### src/sfc_fifo.sv
// Small register queue with first-word-through output.
module sfc_fifo #(
	parameter int W = 8,
	parameter int DEPTH = 2
) (
	input  logic         clk,
	input  logic         arst_n,
	input  logic         push,
	input  logic [W-1:0] wdata,
	output logic         full,
	input  logic         pop,
	output logic [W-1:0] rdata,
	output logic         empty
);

	localparam int PW = (DEPTH > 1) ? $clog2(DEPTH) : 1;
	localparam int NW = $clog2(DEPTH + 1);

	logic [W-1:0]  mem_q [DEPTH];
	logic [PW-1:0] wptr_q, rptr_q;
	logic [NW-1:0] cnt_q;
	logic          do_push, do_pop;

	assign full    = (cnt_q == NW'(DEPTH));
	assign empty   = (cnt_q == '0);
	assign do_push = push && !full;
	assign do_pop  = pop && !empty;
	assign rdata   = mem_q[rptr_q];

	always_ff @(posedge clk or negedge arst_n) begin
		if (!arst_n) begin
			wptr_q <= '0;
			rptr_q <= '0;
			cnt_q  <= '0;
		end else begin
			if (do_push)
				wptr_q <= (wptr_q == PW'(DEPTH - 1)) ? '0 : wptr_q + PW'(1);
			if (do_pop)
				rptr_q <= (rptr_q == PW'(DEPTH - 1)) ? '0 : rptr_q + PW'(1);
			if (do_push && !do_pop)
				cnt_q <= cnt_q + NW'(1);
			else if (do_pop && !do_push)
				cnt_q <= cnt_q - NW'(1);
		end
	end

	always_ff @(posedge clk) begin
		if (do_push)
			mem_q[wptr_q] <= wdata;
	end

endmodule

### config.mk
export PLATFORM = sky130hd
export DESIGN_NAME = sfc_fifo
export DESIGN_NICKNAME = d
export VERILOG_FILES = /design/src/sfc_fifo.sv
export SDC_FILE = /design/constraint.sdc
export NUM_CORES = 1
export LEC_CHECK = 0
export ABC_AREA = 0
export ABC_CLOCK_PERIOD_IN_PS = 1400
export BUFFER_PORTS_ARGS = -buffer_cell sky130_fd_sc_hd__buf_4
export CORE_UTILIZATION = 44
export CTS_CLUSTER_DIAMETER = 150
export DETAILED_ROUTE_END_ITERATION = 10
export PLACE_DENSITY_LB_ADDON = 0.08
export RECOVER_POWER = 25
export REMOVE_ABC_BUFFERS = 1
export SYNTH_ARGS = -nofsm -noshare
export SYNTH_HDL_FRONTEND = slang
export SYNTH_SLANG_ARGS = --single-unit
### constraint.sdc
create_clock -name clk -period 1.4 [get_ports clk]
set_input_delay 0.07 -clock clk [delete_from_list [all_inputs] [get_ports clk]]
set_output_delay 0.07 -clock clk [all_outputs]
set_load 0.1 [all_outputs]
* Yosys cells after proc, flatten, opt, wreduce, memory -nomap -nowiden
Memory sizes are Yosys's and may differ from the RTL's. Index checks and enable logic that the tools add are counted.
Storage, ports and cells: output and inout port bits 10, memory bits (writable) 16, register bits after elaboration 4, bits of input ports 12, memories 1, logic and storage cells 25
Memories:
- mem_q | words 2, bits a word 8, rd ports 1, clocked after Yosys merged registers in 0, wr ports 1, line 19 | logic [W-1:0] mem_q [DEPTH];
Cells by class: reduce and logical (&&, ||, !) cells 10, muxes and demuxes 6, eq/ne operators 1, add/sub/neg operators 4
Operators by type and width (number):
- $logic_and A1 B1 Y1 | 4
- $logic_not A1 Y1 | 4
- $mux W1 | 4
- $mux W2 | 2
- $add A1 B1 Y1 const B | 2
- $add A2 B1 Y2 const B | 1
- $eq A2 B2 Y1 const B | 1
- $logic_not A2 Y1 | 1
- $reduce_bool A2 Y1 | 1
- $sub A2 B1 Y2 const B | 1

* Longest topological paths before layout
Gate-level depths: netlist (run 1).
word-level depth 7, gate-level depth with buffers 7, depth with buffers taken out 7

* Worst setup path after synthesis (run 1)
Ideal clock, no wire load.
kind reg-to-output, from register cnt_q[0], to output empty, path slack -343 ps, path buffers 0, arrival 1673 ps, cell stages (with the launch flop) 2, cells stage by stage dfrtp_1 nor2_1
On the way: longest elaborated chain between the ends 1
Ends and longest elaborated chain:
- from (decl) | line 21 | logic [NW-1:0] cnt_q;
- from (signal assigned) | line 41 | cnt_q <= cnt_q + NW'(1);
- from (signal assigned) | line 43 | cnt_q <= cnt_q - NW'(1);
- $logic_not A2 Y1 | line 25 | assign empty = (cnt_q == '0);
- to (decl) | line 13 | output logic empty
Every way passes these cells.

* Worst setup path in the final report (run 1)
from register rptr_q, to output rdata[5]
On the way: longest elaborated chain between the ends 1
Ends and longest elaborated chain:
- from (decl) | line 20 | logic [PW-1:0] wptr_q, rptr_q;
- from (signal assigned) | line 39 | rptr_q <= (rptr_q == PW'(DEPTH - 1)) ? '0 : rptr_q + PW'(1);
- $mem_v2 Z2 W8
- to (decl) | line 12 | output logic [W-1:0] rdata,
Every way passes these cells.

==> summary.txt, run 1 <==
Hold path
  • HP Class: in2reg
  • Hold path endpoint: wptr_q
  • Worst Hold Launch: push
  • WHS Path Cells: 3

Final layout
  • Commonest non-fill, non-tap cell in the layout: edfxtp_1
  • Most frequent cells in the layout: edfxtp_1, buf_4, dlygate4sd3_1, clkbuf_4, buf_12
  • Fillers: 91
  • Fin nets: 100
  • Synth-to-Final Area Change: 63.8%
  • Multi-input logic area: around 220 um^2
  • Non-filler instance count after layout: a little over 100
  • Fin util: between 80 and 90%
  • Layout cells sized above 1: between 50% and 60%
  • Antenna diode count: 0
  • Reg area: 582 um^2

Clock network
  • Clock sink count: 20
  • Htree depth: 1
  • CTS buffer count: 3
  • Worst-Skew Late Latency: between 0.2 and 0.3 ns
  • Clock tree buffer depth: 2
  • CTS root buf: clkbuf_4
  • Clock transition at path regs: approximately 0.11 ns
  • CTS tree: built

Worst setup path
  • Buf+Inv Stages, Crit Path: 2
  • Worst path cell trace: buf_6, mux2_4, buf_12
  • Worst R2R Path Depth: 4
  • Critical path type: reg2out
  • Crit start category: flop
  • Worst Path Max Fanout: 5
  • Critical R2R Launch: cnt_q[1]
  • CP Capture Type: output port
  • R2r setup slk: -0.01 ns
  • Worst Path Required: about 1.3 ns
  • CP Data Arrival Time: 1.35 ns
  • Reg2Reg Capture Point: cnt_q[1]
  • Worst path slowest cell: dfrtp_2
  • Cell family with most CP delay: flip-flops
  • CP peak stage delay: about 0.43 ns

Place
  • Quantity of I/O buffers inserted on ports: 21
  • Post-Place Worst Slack: -0.0131 ns
  • RePlAce Congestion: ~0.66
  • DP HPWL: slightly below 900 um
  • Placed Instances: 84

STA
  • Final hold violations: 0
  • Slew headroom: roughly three quarters
  • Worst-Margin Slew: 0.392 ns
  • Setup WS post-layout: -0.0175 ns
  • Unrepaired setup endpoints after global routing: true
  • Slew Limit Fails: 0
  • Fmax: around 0.71 GHz
  • Hold WS: 0.0636 ns
  • Clock Skews: approximately 0.0045 ns
  • Final setup violation count: 9
  • Fin crit share: 101%
  • Tmin final: between 1 and 1.5 ns

Detailed routing
  • Iter 0 DRT Violations: 7
  • Met3 wire length: ~45 um
  • Max Used Layer: met4
  • Via density: between 4 and 5
  • Routed vias: approximately 490
  • Routed Antenna Nets: 0
  • DRC violations left: 1
  • Wire length on met1: 633 um
  • Drt first pass iters: 6
  • DRT Wirelength: about 1.6 mm
  • DR WL met2: a little under 900 um
  • Post-detailed-route wirelength per cell: roughly 15 um

Job
  • Max-cap violations: 0

Synthesis
  • Avg Cell Area, Syn: about 18 um^2
  • Synth Register Bits: 20
  • Cell taking the most area after synthesis: edfxtp_1
  • Cells after Synth: 44
  • Syn Std Cell Area: just under 800 um^2
  • Synth top area cells: edfxtp_1, dfrtp_1, mux2_1
  • Post-synthesis sequential area ratio: 74.2%
  • Yosys warns: 0
  • Netlist cell types: 15
  • Yosys top cell area share: about three fifths

Floorplan
  • Initial Util: 49.6%
  • Die Span Y: approximately 44 um
  • I/O pin count: 22
  • Row cnt: 14
  • DIE WIDTH: 44.2 um
  • Die area: around 0.0019 mm^2
  • Core area: 0.00158 mm^2

GRT
  • GRT Util Overall: 18.6%
  • First-pass GRT wire length: roughly 2.5 mm
  • Initial antenna violation count: 0
  • Largest net degree at the start of global routing: 12
  • Remaining Overflow, GRT: 0
  • Vias in the first global route: between 500 and 600

Outcome
  • Failing checks: design-rule violations, negative setup slack
  • Status: finished with violations
-- worst max-delay path by stage --
stage | from | end | depth (start not counted)
6_report | rptr_q | rdata[5] | 3
5_1_grt | cnt_q[1] | cnt_q[1] | 4
4_1_cts | rptr_q | rdata[5] | 3
3_5_place_dp | cnt_q[0] | cnt_q[1] | 6
3_3_place_gp | cnt_q[0] | cnt_q[1] | 6
2_1_floorplan | cnt_q[0] | empty | 1
-- registers in the layout (all words and copies together) (netlist names) --
signal,cells
wptr_q,1
mem_q,16
cnt_q,2
rptr_q,1
-- per-stage QoR --
step	setup TNS [ns]	area (um^2)
detailed placement	-0.0131	985
global route	-0.485	1280
finish	-0.0857	1280
CTS	-0.0537	1220
floorplan	-0.343	777
global placement	0	985
-- area by class of cell --
class                           count  share of cell area, %
Clock buffer                        4                   2.83
Inverter                            2                  0.586
Multi-Input combinational cell     21                   17.3
Sequential cell                    20                   45.4
Tap cell                           16                   1.56
Timing Repair Buffer               39                   32.3
-- cells in the mapped netlist (all sizes together) --
cell type and number:
edfxtp 16, mux2 8, dfrtp 4, nor2 3, xnor2 3, inv 2
xor2 2, and3 1, buf 1, ha 1, nand2 1, nand2b 1
o21ai 1
-- layer usage --
metal	GRT usage (%)	vias to the layer above
met2	36.8	15
met5	0	-
met3	3.67	4
met4	5.45	0
met1	19.3	232
li1	-	242
-- timing repair --
item	in CTS	in global routing
gates cloned	0	0
pin swaps	2	2
resized for setup	30	13
endpoints found under the hold margin	20	0
setup buffers	2	3
setup endpoints to repair	9	9
hold buffers	9	0
-- kinds of logic (layout without fill, tap and decap cells) --
group / Yosys count / in the layout / share of synthesized area (%)
simple gates: 6 / 6 / 3.84
flops: 20 / 20 / 74.2
buf+inv: 3 / 45 / 1.60
xor+xnor: 5 / 5 / 6.56
compound gates: 1 / 1 / 0.639
mux: 8 / 8 / 11.5
fa+ha+maj: 1 / 1 / 1.60
-- tightest hold or removal path, delay by kind of cell --
kind	cells	cell delay (ns)
xor gates and xnor gates	1	0.06
buffers and inverters	1	0.13
and+or+nand+nor	1	0.07
Power of run 1 is left out: the tool's default activity adds up to more than one toggle a clock period on the data nets, which glitch-free logic cannot reach.
==> inputs of run 2 (changes only) <==
--- a/config.mk
+++ b/config.mk
@@ -14,6 +14,7 @@
 export PLACE_DENSITY_LB_ADDON = 0.08
 export RECOVER_POWER = 25
 export REMOVE_ABC_BUFFERS = 1
+export SETUP_SLACK_MARGIN = 0.3
 export SYNTH_ARGS = -nofsm -noshare
 export SYNTH_HDL_FRONTEND = slang
 export SYNTH_SLANG_ARGS = --single-unit
==> summary.txt, run 2 (synthesis results as in run 1) <==
Final layout
  • Multi-input logic area: 272 um^2
  • Reg area: a little under 600 um^2
  • Register with the most flip-flops: mem_q
  • Commonest non-fill, non-tap cell in the layout: edfxtp_1
  • Antenna diode count: 0
  • Fin nets: around 110
  • Synth-to-Final Area Change: 80.5%
  • Most frequent cells in the layout: edfxtp_1, buf_4, buf_6, dlygate4sd3_1, buf_12
  • Fillers: 58
  • Top Registers: mem_q (16), cnt_q (2)
  • Max FFs per register: 16
  • Layout cells sized above 1: between 60% and 70%

Detailed routing
  • DRT Wirelength: between 2 and 2.5 mm
  • Routed Antenna Nets: 0
  • DRC violations left: 1
  • Drt first pass iters: 7
  • Post-detailed-route wirelength per cell: between 20 and 25 um
  • Via density: about 5.3
  • Iter 0 DRT Violations: 9
  • Routed vias: roughly 560

Worst setup path
  • Worst Path Required: 1.33 ns
  • CP Capture Type: output port
  • Worst path slowest cell: dfrtp_2
  • Buf+Inv Stages, Crit Path: 2
  • Cell family with most CP delay: flip-flops
  • Critical path type: reg2out
  • CP peak stage delay: 0.44 ns
  • Worst Path Max Fanout: 5
  • Crit start category: flop
  • Worst path cell trace: buf_6, mux2_4, buf_12
  • CP Data Arrival Time: ~1.4 ns

STA
  • Slew Limit Fails: 0
  • Fin crit share: 103%
  • Slew headroom: between 80% and 90%
  • Unrepaired setup endpoints after global routing: true
  • Clock Skews: 0.00401 ns
  • Fmax: slightly below 0.7 GHz
  • Tmin final: approximately 1.4 ns
  • Final hold violations: 0
  • Final setup violation count: 8
  • Setup WS post-layout: -0.0411 ns
  • Worst-Margin Slew: ~0.28 ns
  • Hold WS: between 0.15 and 0.2 ns

GRT
  • GRT Util Overall: around a quarter
  • First-pass GRT wire length: 3.13 mm
  • Initial antenna violation count: 0
  • Largest net degree at the start of global routing: 12
  • Vias in the first global route: roughly 630
  • Remaining Overflow, GRT: 0

Floorplan
  • Initial Util: slightly below 50%
  • Die area: around 0.002 mm^2
  • DIE WIDTH: approximately 44 um
  • Die Span Y: between 40 and 50 um
  • Core area: ~0.0016 mm^2
  • I/O pin count: 22
  • Row cnt: 14

Clock network
  • CTS root buf: clkbuf_4
  • Worst-Skew Late Latency: roughly 0.29 ns
  • Htree depth: 1
  • Clock transition at path regs: 0.11 ns
  • CTS tree: built
  • Clock tree buffer depth: 2
  • Clock sink count: 20
  • CTS buffer count: 3

Job
  • Max-cap violations: 0

Hold path
  • HP Class: in2async

Outcome
  • Failing checks: design-rule violations, negative setup slack
  • Status: finished with violations

Place
  • RePlAce Congestion: 0.664
  • Quantity of I/O buffers inserted on ports: 21
  • DP HPWL: approximately 880 um
## run 2: path summary, 6_finish.rpt
kind                       startpoint  endpoint  slack (ns)  depth (start not counted)
max                            rptr_q  rdata[5]       -0.04                          3
min                            arst_n  cnt_q[1]        0.17                          2
max reg2reg                  cnt_q[0]  cnt_q[1]           0                          7
min reg2reg                    wptr_q    wptr_q        0.58                          1
max in group asynchronous      arst_n    wptr_q        1.00                          2
min in group clk                  pop    rptr_q        0.19                          4
## run 2: final cells by class
class                           instances  share of cell area, %
Tap cell                               16                   1.42
Sequential cell                        20                   41.4
Clock buffer                            4                   2.57
Inverter                                2                  0.887
Timing Repair Buffer                   44                   34.5
Multi-Input combinational cell         21                   19.2
## run 2: worst register-to-register path, cell delays in order, from the launching register on
cell and delay [ns]:
dfrtp_1 0.43, nand2b_4 0.18, nand2_4 0.09, inv_4 0.04
ha_4 0.15, xor2_1 0.14, nor2_1 0.14, xor2_1 0.15
## run 2: repair_timing
| item | CTS | global route |
|---|---|---|
| setup endpoints to repair | 28 | 29 |
| gates resized for setup | 58 | 7 |
| pin swaps | 4 | 4 |
| hold endpoints to repair | 20 | 0 |
| hold buffers | 9 | 0 |
| buffers inserted | 9 | 1 |
## run 2: routing by layer
| layer | part of all wire (%) | GRT usage [%] | up-vias |
|---|---|---|---|
| met3 | 3.6 | 5.31 | 4 |
| met4 | 0.64 | 4.85 | 0 |
| met5 | 0 | 0 | - |
| met2 | 56 | 44.4 | 22 |
| li1 | - | - | 251 |
| met1 | 40 | 27.8 | 285 |
## run 2: per-stage QoR
step           utilization, %  std cells  instance area [um^2]  setup TNS (ns)  setup WS [ns]
3_3_place_gp             62.5         84                   985               0         0.0113
3_5_place_dp             62.5         84                   985         -0.0131        -0.0131
5_1_grt                  89.5        107                  1410          -0.508        -0.0691
6_report                 89.5        107                  1410          -0.229        -0.0411
4_1_cts                  87.2        106                  1380         -0.0430        -0.0117
2_1_floorplan               -         43                   777          -0.343         -0.343
Power of run 2 is left out for the same reason.
