[src/sfc_pkg.sv]
// Shared types, constants and helpers for the six-axis force calibration block.
package sfc_pkg;

	localparam int CHANNELS = 6;
	localparam int COEFS = CHANNELS * CHANNELS;
	localparam int CIW = 6;
	localparam int FORCE_W = 32;
	localparam int SATW = 80;

	localparam int DEF_WINDOW = 20;
	localparam int DEF_ZERO_COUNT = 20;
	localparam int DEF_SAMPLE_BITS = 24;
	localparam int DEF_COEF_FRAC_BITS = 16;

	localparam logic [2:0] OP_SAMPLE = 3'd0;
	localparam logic [2:0] OP_COEF   = 3'd1;
	localparam logic [2:0] OP_START  = 3'd2;
	localparam logic [2:0] OP_CANCEL = 3'd3;
	localparam logic [2:0] OP_ACK    = 3'd4;

	typedef enum logic [2:0] {
		CMD_NONE,
		CMD_SAMPLE,
		CMD_COEF,
		CMD_START,
		CMD_CANCEL,
		CMD_ACK
	} cmd_kind_t;

	typedef struct packed {
		cmd_kind_t kind;
		logic [CIW-1:0] coef_index;
		logic [FORCE_W-1:0] coef_value;
	} cmd_t;

	typedef struct packed {
		logic [CHANNELS-1:0][FORCE_W-1:0] force_v;
		logic zero_active;
		logic zero_done;
	} res_t;

	typedef enum logic [3:0] {
		ST_IDLE,
		ST_RING_RD,
		ST_RING_WR,
		ST_AVG_GO,
		ST_AVG_WAIT,
		ST_BYPASS,
		ST_MAC,
		ST_MAC_DRAIN,
		ST_ZACC,
		ST_ZDIV_GO,
		ST_ZDIV_WAIT,
		ST_EMIT
	} state_t;

	localparam logic signed [SATW-1:0] MAX32 = SATW'(64'sh7FFFFFFF);
	localparam logic signed [SATW-1:0] MIN32 = -MAX32 - SATW'(1);

	function automatic logic signed [FORCE_W-1:0] sat32(input logic signed [SATW-1:0] v);
		logic signed [FORCE_W-1:0] r;
		if (v > MAX32)
			r = MAX32[FORCE_W-1:0];
		else if (v < MIN32)
			r = MIN32[FORCE_W-1:0];
		else
			r = v[FORCE_W-1:0];
		return r;
	endfunction

endpackage

[src/sfc_fifo.sv]
// Small register queue with first-word-through output.
module sfc_fifo #(
	parameter int W = 8,
	parameter int DEPTH = 2
) (
	input  logic         clk,
	input  logic         arst_n,
	input  logic         push,
	input  logic [W-1:0] wdata,
	output logic         full,
	input  logic         pop,
	output logic [W-1:0] rdata,
	output logic         empty
);

	localparam int PW = (DEPTH > 1) ? $clog2(DEPTH) : 1;
	localparam int NW = $clog2(DEPTH + 1);

	logic [W-1:0]  mem_q [DEPTH];
	logic [PW-1:0] wptr_q, rptr_q;
	logic [NW-1:0] cnt_q;
	logic          do_push, do_pop;

	assign full    = (cnt_q == NW'(DEPTH));
	assign empty   = (cnt_q == '0);
	assign do_push = push && !full;
	assign do_pop  = pop && !empty;
	assign rdata   = mem_q[rptr_q];

	always_ff @(posedge clk or negedge arst_n) begin
		if (!arst_n) begin
			wptr_q <= '0;
			rptr_q <= '0;
			cnt_q  <= '0;
		end else begin
			if (do_push)
				wptr_q <= (wptr_q == PW'(DEPTH - 1)) ? '0 : wptr_q + PW'(1);
			if (do_pop)
				rptr_q <= (rptr_q == PW'(DEPTH - 1)) ? '0 : rptr_q + PW'(1);
			if (do_push && !do_pop)
				cnt_q <= cnt_q + NW'(1);
			else if (do_pop && !do_push)
				cnt_q <= cnt_q - NW'(1);
		end
	end

	always_ff @(posedge clk) begin
		if (do_push)
			mem_q[wptr_q] <= wdata;
	end

endmodule

[src/sfc_front.sv]
// Front end: takes input words, classifies the operation and queues commands.
module sfc_front import sfc_pkg::*; #(
	parameter int SAMPLE_BITS = DEF_SAMPLE_BITS
) (
	input  logic                                    clk,
	input  logic                                    arst_n,
	input  logic                                    push,
	output logic                                    full,
	input  logic [2:0]                              operation,
	input  logic [CHANNELS-1:0][SAMPLE_BITS-1:0]    samples_in,
	input  logic [CIW-1:0]                          coef_index,
	input  logic [FORCE_W-1:0]                      coef_value,
	output logic                                    cmd_valid,
	output cmd_t                                    cmd,
	output logic [CHANNELS-1:0][SAMPLE_BITS-1:0]    samples_out,
	input  logic                                    cmd_pop
);

	localparam int SW = CHANNELS * SAMPLE_BITS;
	localparam int QW = $bits(cmd_t) + SW;

	cmd_t        cls;
	logic        q_empty;
	logic [QW-1:0] q_out;

	always_comb begin
		cls.coef_index = coef_index;
		cls.coef_value = coef_value;
		unique case (operation)
			OP_SAMPLE: cls.kind = CMD_SAMPLE;
			OP_COEF:   cls.kind = (coef_index < CIW'(COEFS)) ? CMD_COEF : CMD_NONE;
			OP_START:  cls.kind = CMD_START;
			OP_CANCEL: cls.kind = CMD_CANCEL;
			OP_ACK:    cls.kind = CMD_ACK;
			default:   cls.kind = CMD_NONE;
		endcase
	end

	sfc_fifo #(.W(QW), .DEPTH(2)) u_q (
		.clk   (clk),
		.arst_n(arst_n),
		.push  (push && (cls.kind != CMD_NONE)),
		.wdata ({cls, samples_in}),
		.full  (full),
		.pop   (cmd_pop),
		.rdata (q_out),
		.empty (q_empty)
	);

	assign cmd_valid   = !q_empty;
	assign cmd         = cmd_t'(q_out[QW-1:SW]);
	assign samples_out = q_out[SW-1:0];

endmodule

[config.mk]
export PLATFORM = sky130hd
export DESIGN_NAME = sfc_front
export DESIGN_NICKNAME = d
export VERILOG_FILES = /design/src/sfc_pkg.sv /design/src/sfc_fifo.sv /design/src/sfc_front.sv
export SDC_FILE = /design/constraint.sdc
export NUM_CORES = 1
export LEC_CHECK = 0
export ABC_CLOCK_PERIOD_IN_PS = 29600
export BUFFER_PORTS_ARGS = -buffer_cell sky130_fd_sc_hd__buf_2
export CORE_UTILIZATION = 57
export DETAILED_ROUTE_END_ITERATION = 8
export PLACE_DENSITY = 0.92
export SKIP_LAST_GASP = 1
export SLEW_MARGIN = 15
export SYNTH_ARGS = -nofsm -noshare
export SYNTH_HDL_FRONTEND = slang
export SYNTH_SLANG_ARGS = --single-unit
[constraint.sdc]
create_clock -name clk -period 29.6 [get_ports clk]
set_clock_uncertainty 0.15 [all_clocks]
set_input_delay 1.48 -clock clk [delete_from_list [all_inputs] [get_ports clk]]
set_output_delay 1.48 -clock clk [all_outputs]
set_load 0.02 [all_outputs]
* After elaboration in Yosys (flattened, before gate mapping)
Memory sizes are Yosys's and may differ from the RTL's.
Cells that the tools add are included.
** Cells by class
- $lt $le $gt $ge :: 1
- Mux-type cells :: 8
- Add/subtract/negate cells :: 4
- Reduce and logical (&&, ||, !) cells :: 13
- Equality and inequality tests :: 5
** Operator list (count)
- case mux 3 bit (5 select lines) :: 1
- equality test 3 x 2 -> 1 bit (second input constant) :: 2
- less-than comparator 6 bit (second input constant) :: 1
- 2-to-1 mux 2 bit :: 3
- logical AND 1 bit :: 5
- zero test 1 bit :: 4
- 2-to-1 mux 1 bit :: 4
- equality test 3 x 1 -> 1 bit (second input constant) :: 1
- equality test 3 bit (second input constant) :: 1
- zero test 3 bit :: 1
- nonzero test 3 bit :: 1
- adder 1 bit (second input constant) :: 2
- adder 2 x 1 -> 2 bit (second input constant) :: 1
- equality test 2 bit (second input constant) :: 1
- zero test 2 bit :: 1
- nonzero test 2 bit :: 1
- subtractor 2 x 1 -> 2 bit (second input constant) :: 1
** Storage, ports and cells
- Memories :: 1
- Flip-flop bits (word level) :: 4
- Input bits :: 189
- Bits in writable memories :: 370
- Output and inout port bits :: 187
** Memory list
- u_q.mem_q :: depth 2, bits a word 185, read ports 1, clocked after Yosys merged registers in 0, write ports 1, line sfc_fifo.sv:19 : logic [W-1:0] mem_q [DEPTH];

* Logic depth before layout (Yosys ltp)
Gate-level depths: netlist (run 1).
- Word-level depth :: 10
- Mapped depth :: 7
- Gate-level depth less buffers :: 7

* By module
A second synthesis (run 1) with hierarchy kept.
** Unflattened totals
- Cells, all modules :: 608
- Area total of the unflattened synthesis :: 14212.4 µm²
** Modules (own cells, without submodules)
- sfc_fifo :: times used 1, cells each 595, area each 14127.3 µm², sequential area each 11210.8 µm²
- sfc_front :: times used 1, cells each 13, area each 85.1 µm², sequential area each 0.0 µm²

* Worst setup path before layout (run 1)
No wires, ideal clock.
- Path type :: input to register
- Start :: input coef_index[4]
- End :: memory u_q.mem_q[0][0] (netlist bit) (enable)
- Data required time :: 28.716 ns
- Cell stages on the path :: 3
- Arrival :: 9.639 ns
- Path slack :: 19.077 ns
- Cells stage by stage :: nor3_1 > o2111ai_2 > nor2_1
** On the way
- Word-level cells in the longest chain between the ends :: 8
** Ends and longest elaborated chain
- start, declared :: line sfc_front.sv:11 : input logic [CIW-1:0] coef_index,
- less-than comparator 6 bit :: line sfc_front.sv:31 : OP_COEF: cls.kind = (coef_index < CIW'(COEFS)) ? CMD_COEF : CMD_NONE;
- 2-to-1 mux 2 bit :: line sfc_front.sv:31
- case mux 3 bit (5 select lines) :: line sfc_front.sv:29 : unique case (operation)
- nonzero test 3 bit :: line sfc_front.sv:42 : .push (push && (cls.kind != CMD_NONE)),
- logical AND 1 bit :: line sfc_front.sv:42
- logical AND 1 bit :: line sfc_fifo.sv:26 : assign do_push = push && !full;
- 2-to-1 mux 1 bit :: line sfc_fifo.sv:48 : if (do_push)
- 2-to-1 mux 1 bit (not written as such) :: line sfc_fifo.sv:49 : mem_q[wptr_q] <= wdata;
- end, declared :: line sfc_fifo.sv:19
No other way between the ends.

==> results.cfg, run 1 <==
[clock_tree]
clock_path_buffers = 3
clk_pin_slew_ns = 0.06
cts_tree = yes
root_buffer = clkbuf_16
holdBufCountCts = 0
clock-sinks = 374
htreeDepth = 2
numCtsBuffers = 38
insertion_delay_ns = 0.49
post-cts-setup-buffer-count = 0
post_cts_resized = 0

[final_layout]
regArea_um2 = 11200
layout_commonest_cell = buf_2
syn_to_final_growth_pct = 23.9
fin_util = 0.722
drive_gt1_frac = 0.602
multi_input_area_um2 = 2780
fillCellCount = 1465
final_cell_mix = buf_2, edfxtp_1, mux2_4, mux2_2, clkbuf_16
layout.nets = 1200

[drt]
wl_per_cell_um = 20.9
route.detailed.drc = 0
viasPerCell = 5.23
drt_iter0_drc = 395
highest_layer = met5
drtPass1Iterations = 4
route.met2.wl_um = 15500
drt-met1-wl_um = 10100
ant_nets = 0
wl_met3_um = 1940
vias = 7120
finalWirelength_um = 28400

[outcome]
status = complete, no violations

[sta]
clock.fmax_mhz = 204
setup_violations = 0
slew_violations = 0
min_period_over_period = 0.166
fin_crit_ns = 4.90
finalHoldViolCount = 0
slew_headroom = 0.234
rsz0062_at_grt = no
tns_ns = 0
tightest_slew_ns = 1.15

[placed_design]
port-buffer-count = 375
dp_hpwl_um = 19300
place_congestion = 0.815

[grt]
grt_pass1_vias = 7626
antenna_found_initial = 4
grt_max_degree = 84
grt_pass1_wl_um = 42300
grt_remaining_overflow = 0
grtUsageTotal = 0.221

[critical_path]
r2r-start = u_q.cnt_q[0]$_DFFE_PN0P_
cp-startpoint = u_q.rptr_q$_DFFE_PN0P_
worst_ep_arrival_time_ns = 3.27
worstPathMaxFanout = 70
critPathLaunchType = flip-flop
worst_setup_path_end_kind = output pin
critical_path_class = flip-flop to output pin
worstPathRequired_ns = 27.97

[floorplan]
die_w_um = 160
initial_core_util = 0.582
num_io_pins = 376
die-area_um2 = 25600
die_y_um = 160
core-area_um2 = 24400
fp-row-count = 57

[power_and_ir_drop]
vdd_ir_drop_max_mv = 0.0699
powerDensity_nw_per_um2 = 97.4
p_leak_uw = 0.00697

[yosys]
yosysSeqAreaShare = 0.789
ys_top_cells_by_area = edfxtp_1, mux2_4, mux2_2
synth_largest_area_cell = edfxtp_1
synth.top_cell.area_share = 0.782
ys.flop_type = edfxtp_1
ys_warn_count = 0
synth_cell_types = 20
syn_inst = 609
synth_edf_count = 370
syn_area_um2 = 14200
ys_ff_latch = 374
synth_async_sr_flop_share = 0.0107
syn-num-nets = 799
avgSynthCellArea_um2 = 23.3

[flow_run]
max_cap_viol_count = 0

[min_path]
min_path_type = flip-flop to flip-flop
worstHoldStart = u_q.cnt_q[1]$_DFFE_PN0P_
[metrics by stage]
step	total power [uW]	std cells	setup WS, ns	hold slack [ns]	instance area (um^2)
finish	1710	1362	24.70	0.350	17600
CTS	1730	1359	24.63	0.351	17600
detailed placement	1260	1294	25.13	0.336	16300
floorplan	1130	609	19.08	0.306	14200
global placement	1240	1294	25.17	0.325	16300
global route	1780	1362	24.51	0.381	17600
[area by class of cell]
type / instances / share of cell area
flip-flops and latches: 374 / 0.637
multi-input cells: 210 / 0.158
repair buffers: 382 / 0.110
clock buffers: 45 / 0.0567
well taps: 324 / 0.0230
clock inverters: 20 / 0.0139
inverters: 4 / 0.000853
diodes: 3 / 0.000427
[synthesized netlist by cell type, types with 2 or more instances]
master and instances:
mux2_4 140, a21oi_1 2, xor2_1 2, buf_6 17
nand2_1 3, o21ai_0 3, dfrtp_1 4, mux2_2 45
inv_1 4, buf_2 4, xnor2_1 3, nor2_1 4
nand2b_1 2, edfxtp_1 370
[per-layer routing]
metal  vias up  GRT usage
met1      3500      0.241
met2       327      0.413
met5         -          0
met3        62     0.0496
met4         2     0.0887
li1       3229          -
[power breakdown]
group	leakage [uW]	total, uW	internal (uW)	switching (uW)
sequential	0.00343	713	670	42.6
combinational	0.00292	531	238	293
clock	0.000609	471	292	179
total	0.00697	1710	1200	515
[logic make-up (layout without fill, tap and decap cells)]
family	after synthesis	count (layout)	synth area share
buffers and inverters	25	451	0.0159
multiplexers	185	185	0.184
XOR/XNOR	5	5	0.00308
adder cells (fa/ha/maj)	1	1	0.000881
other	0	3	0
flip-flops	374	374	0.789
AND/OR/NAND/NOR	13	13	0.00449
AO/OA/AOI/OAI	6	6	0.00282
[registers in the layout, indices dropped and copies added (netlist names)]
register,flops
u_q.rptr_q,1
u_q.mem_q,370
u_q.wptr_q,1
u_q.cnt_q,2
[worst max-delay path: stages, from the launching register on]
cell     delay [ns]
dfrtp_4        1.18
buf_4          0.96
mux2_4         0.37
buf_2          0.17
[worst paths after layout]
kind,endpoint,slack (ns),depth (start not counted)
worst max-delay path,samples_out[96],24.70,3
max in group asynchronous,u_q.rptr_q$_DFFE_PN0P_,28.52,1
worst min-delay path,u_q.cnt_q[1]$_DFFE_PN0P_,0.35,1
worst min register to register,u_q.cnt_q[1]$_DFFE_PN0P_,0.35,1
worst max register to register,u_q.mem_q[0][54]$_DFFE_PP_,26.60,4
min in group asynchronous,u_q.cnt_q[0]$_DFFE_PN0P_,0.64,1
Note: power is estimated with default switching activity, not from simulation.
==> inputs of run 2 (changes only) <==
- ABC_AREA: default -> 1
- ABC_CLOCK_PERIOD_IN_PS: 29600 -> 4750
- CORE_UTILIZATION: 57 -> 52
- PLACE_DENSITY: 0.92 -> 0.86
- clock period: 29.6 -> 4.75 ns (I/O delays scaled with it)
==> run 2 against run 1 <==
Non-clock buffer count increased by 188. Sequential share of layout area decreased by 4.3 points. Synthesized cell count increased by 66%. Worst setup slack got worse by 23 ns. Final area increased by 7.3%. Register-to-register slack got worse by 24 ns. Count of clock-buffer cells in the layout increased by 5. First-iteration DRC count increased by 150%. Die area increased by 6.4%. Critical path type unchanged. Critical endpoint is now samples_out[112].
==> results.cfg, run 2 <==
[drt]
highest_layer = met4
wl_met3_um = 3130
vias = 9948
drt-met1-wl_um = 12500
ant_nets = 0
route.met2.wl_um = 18700
drt_iter0_drc = 974
viasPerCell = 5.13
finalWirelength_um = 36300
wl_per_cell_um = 18.7
route.detailed.drc = 0
drtPass1Iterations = 6

[sta]
slew_violations = 0
slew_headroom = 0.351
tightest_slew_ns = 0.974
finalHoldViolCount = 0
worst_slack_ns = 1.39
hold_ws_ns = 0.0282
clock.fmax_mhz = 297
rsz0062_at_grt = no
fin_crit_ns = 3.36
setup_violations = 0
tns_ns = 0
min_period_over_period = 0.708

[power_and_ir_drop]
p_leak_uw = 0.00807
power.total_uw = 10800
powerDensity_nw_per_um2 = 574
vdd_ir_drop_max_mv = 0.461

[placed_design]
place_congestion = 0.809
post-place-ws_ns = 2.00
port-buffer-count = 375
postPlaceCellArea_um2 = 15900
dp_hpwl_um = 19800

[yosys]
syn-num-nets = 1200
synth_async_sr_flop_share = 0.0107
ys_top_cells_by_area = edfxtp_1, nand2_1, buf_6
yosysSeqAreaShare = 0.813
syn_area_um2 = 13800
ys_ff_latch = 374
yosys-top-cells-count = nand2_1, edfxtp_1, buf_2
ys_warn_count = 0
ys.flop_type = edfxtp_1
avgSynthCellArea_um2 = 13.7
synth_cell_types = 16
synth.top_cell.area_share = 0.805
synth_largest_area_cell = edfxtp_1
syn_inst = 1010
post-synth-top-count-cell = nand2_1
synth_edf_count = 370

[critical_path]
worst_ep_arrival_time_ns = 2.98
worstPathMaxFanout = 124
worst_setup_path_end_kind = output pin
r2r_setup_slack_ns = 2.40
worstPathRequired_ns = 4.36
critPathLaunchType = flip-flop
critical_path_class = flip-flop to output pin

[final_layout]
layout.nets = 1768
drive_gt1_frac = 0.270
final_cell_mix = nand2_1, buf_2, edfxtp_1, dlygate4sd3_1, clkbuf_16
final_area_um2 = 18900
top_register = u_q.mem_q
layout_commonest_cell = nand2_1
syn_to_final_growth_pct = 36.8
largest_reg_flops = 370
reg_top3 = u_q.mem_q: 370 flops, u_q.cnt_q: 2 flops

[grt]
grt_remaining_overflow = 0
grt_pass1_vias = 10400
antenna_found_initial = 3
grt_max_degree = 125
grtUsageTotal = 0.260
grt_pass1_wl_um = 52900

[floorplan]
core-area_um2 = 26100
num_io_pins = 376
die_w_um = 165
fp-row-count = 59
die-area_um2 = 27200
initial_core_util = 0.529
die_y_um = 165

[clock_tree]
clock-sinks = 374
clock_path_buffers = 3
clk_pin_slew_ns = 0.06
cts_tree = yes
numCtsBuffers = 37
htreeDepth = 2
post-cts-setup-buffer-count = 0
root_buffer = clkbuf_16
insertion_delay_ns = 0.50

[outcome]
status = complete, no violations

[min_path]
min_path_type = input pin to flip-flop

[flow_run]
max_cap_viol_count = 0
run 2: timing repair:
action | CTS | global route
resized for setup | 0 | 0
endpoints found under the hold margin | 371 | 0
hold buffers | 187 | 0
run 2: critical path, cell delays in order, from the launching register on:
cell and delay (ns):
dfrtp_4 0.69, inv_6 0.71, buf_4 0.54, nand2_1 0.15, nand2_1 0.11, buf_2 0.20
run 2: path summary, 6_finish.rpt:
check / startpoint / end / depth (start not counted)
max in group asynchronous: arst_n / u_q.rptr_q$_DFFE_PN0P_ / 3
setup / recovery: u_q.rptr_q$_DFFE_PN0P_ / samples_out[112] / 5
min in group asynchronous: arst_n / u_q.cnt_q[1]$_DFFE_PN0P_ / 3
hold reg to reg: u_q.wptr_q$_DFFE_PN0P_ / u_q.wptr_q$_DFFE_PN0P_ / 2
setup reg to reg: u_q.cnt_q[0]$_DFFE_PN0P_ / u_q.mem_q[1][71]$_DFFE_PP_ / 7
hold / removal: operation[2] / u_q.mem_q[1][184]$_DFFE_PP_ / 3
run 2: final cells by class:
| type | instances | area [um^2] |
|---|---|---|
| antenna | 4 | 10.0 |
| clock buffer | 50 | 995 |
| clock inverter | 10 | 120 |
| fill | 1461 | 7180 |
| inverter | 11 | 50.0 |
| multi-input combinational | 584 | 2230 |
| sequential | 374 | 11200 |
| tap | 335 | 419 |
| timing repair buffer | 570 | 3830 |
run 2: cell families (layout without fill, tap and decap cells):
| logic type | Yosys count | count (layout) | synth area share |
|---|---|---|---|
| DFF | 374 | 374 | 0.813 |
| xor gates and xnor gates | 3 | 3 | 0.00191 |
| AOI/OAI and AO/OA | 2 | 2 | 0.000726 |
| adders and majority gates | 1 | 1 | 0.000907 |
| other | 0 | 4 | 0 |
| buffers and inverters | 52 | 641 | 0.0260 |
| and+or+nand+nor | 578 | 578 | 0.158 |
run 2: layer usage:
| layer | global-route usage | vias up |
|---|---|---|
| met5 | 0 | - |
| met4 | 0.148 | 0 |
| met3 | 0.0701 | 146 |
| met2 | 0.467 | 600 |
| met1 | 0.274 | 4666 |
| li1 | - | 4536 |
run 2: report_power, final:
| group | switching (uW) | total (uW) | leakage [uW] | internal, uW |
|---|---|---|---|---|
| clock network | 1130 | 2750 | 0.000544 | 1620 |
| logic | 2700 | 3750 | 0.00410 | 1040 |
| registers | 184 | 4350 | 0.00343 | 4160 |
run 2: stage by stage:
| step | cells | util |
|---|---|---|
| after floorplan | 1010 | - |
| after global placement | 1687 | 0.609 |
| after detailed placement | 1687 | 0.609 |
| after CTS | 1934 | 0.724 |
| after global routing | 1937 | 0.724 |
| final | 1938 | 0.724 |
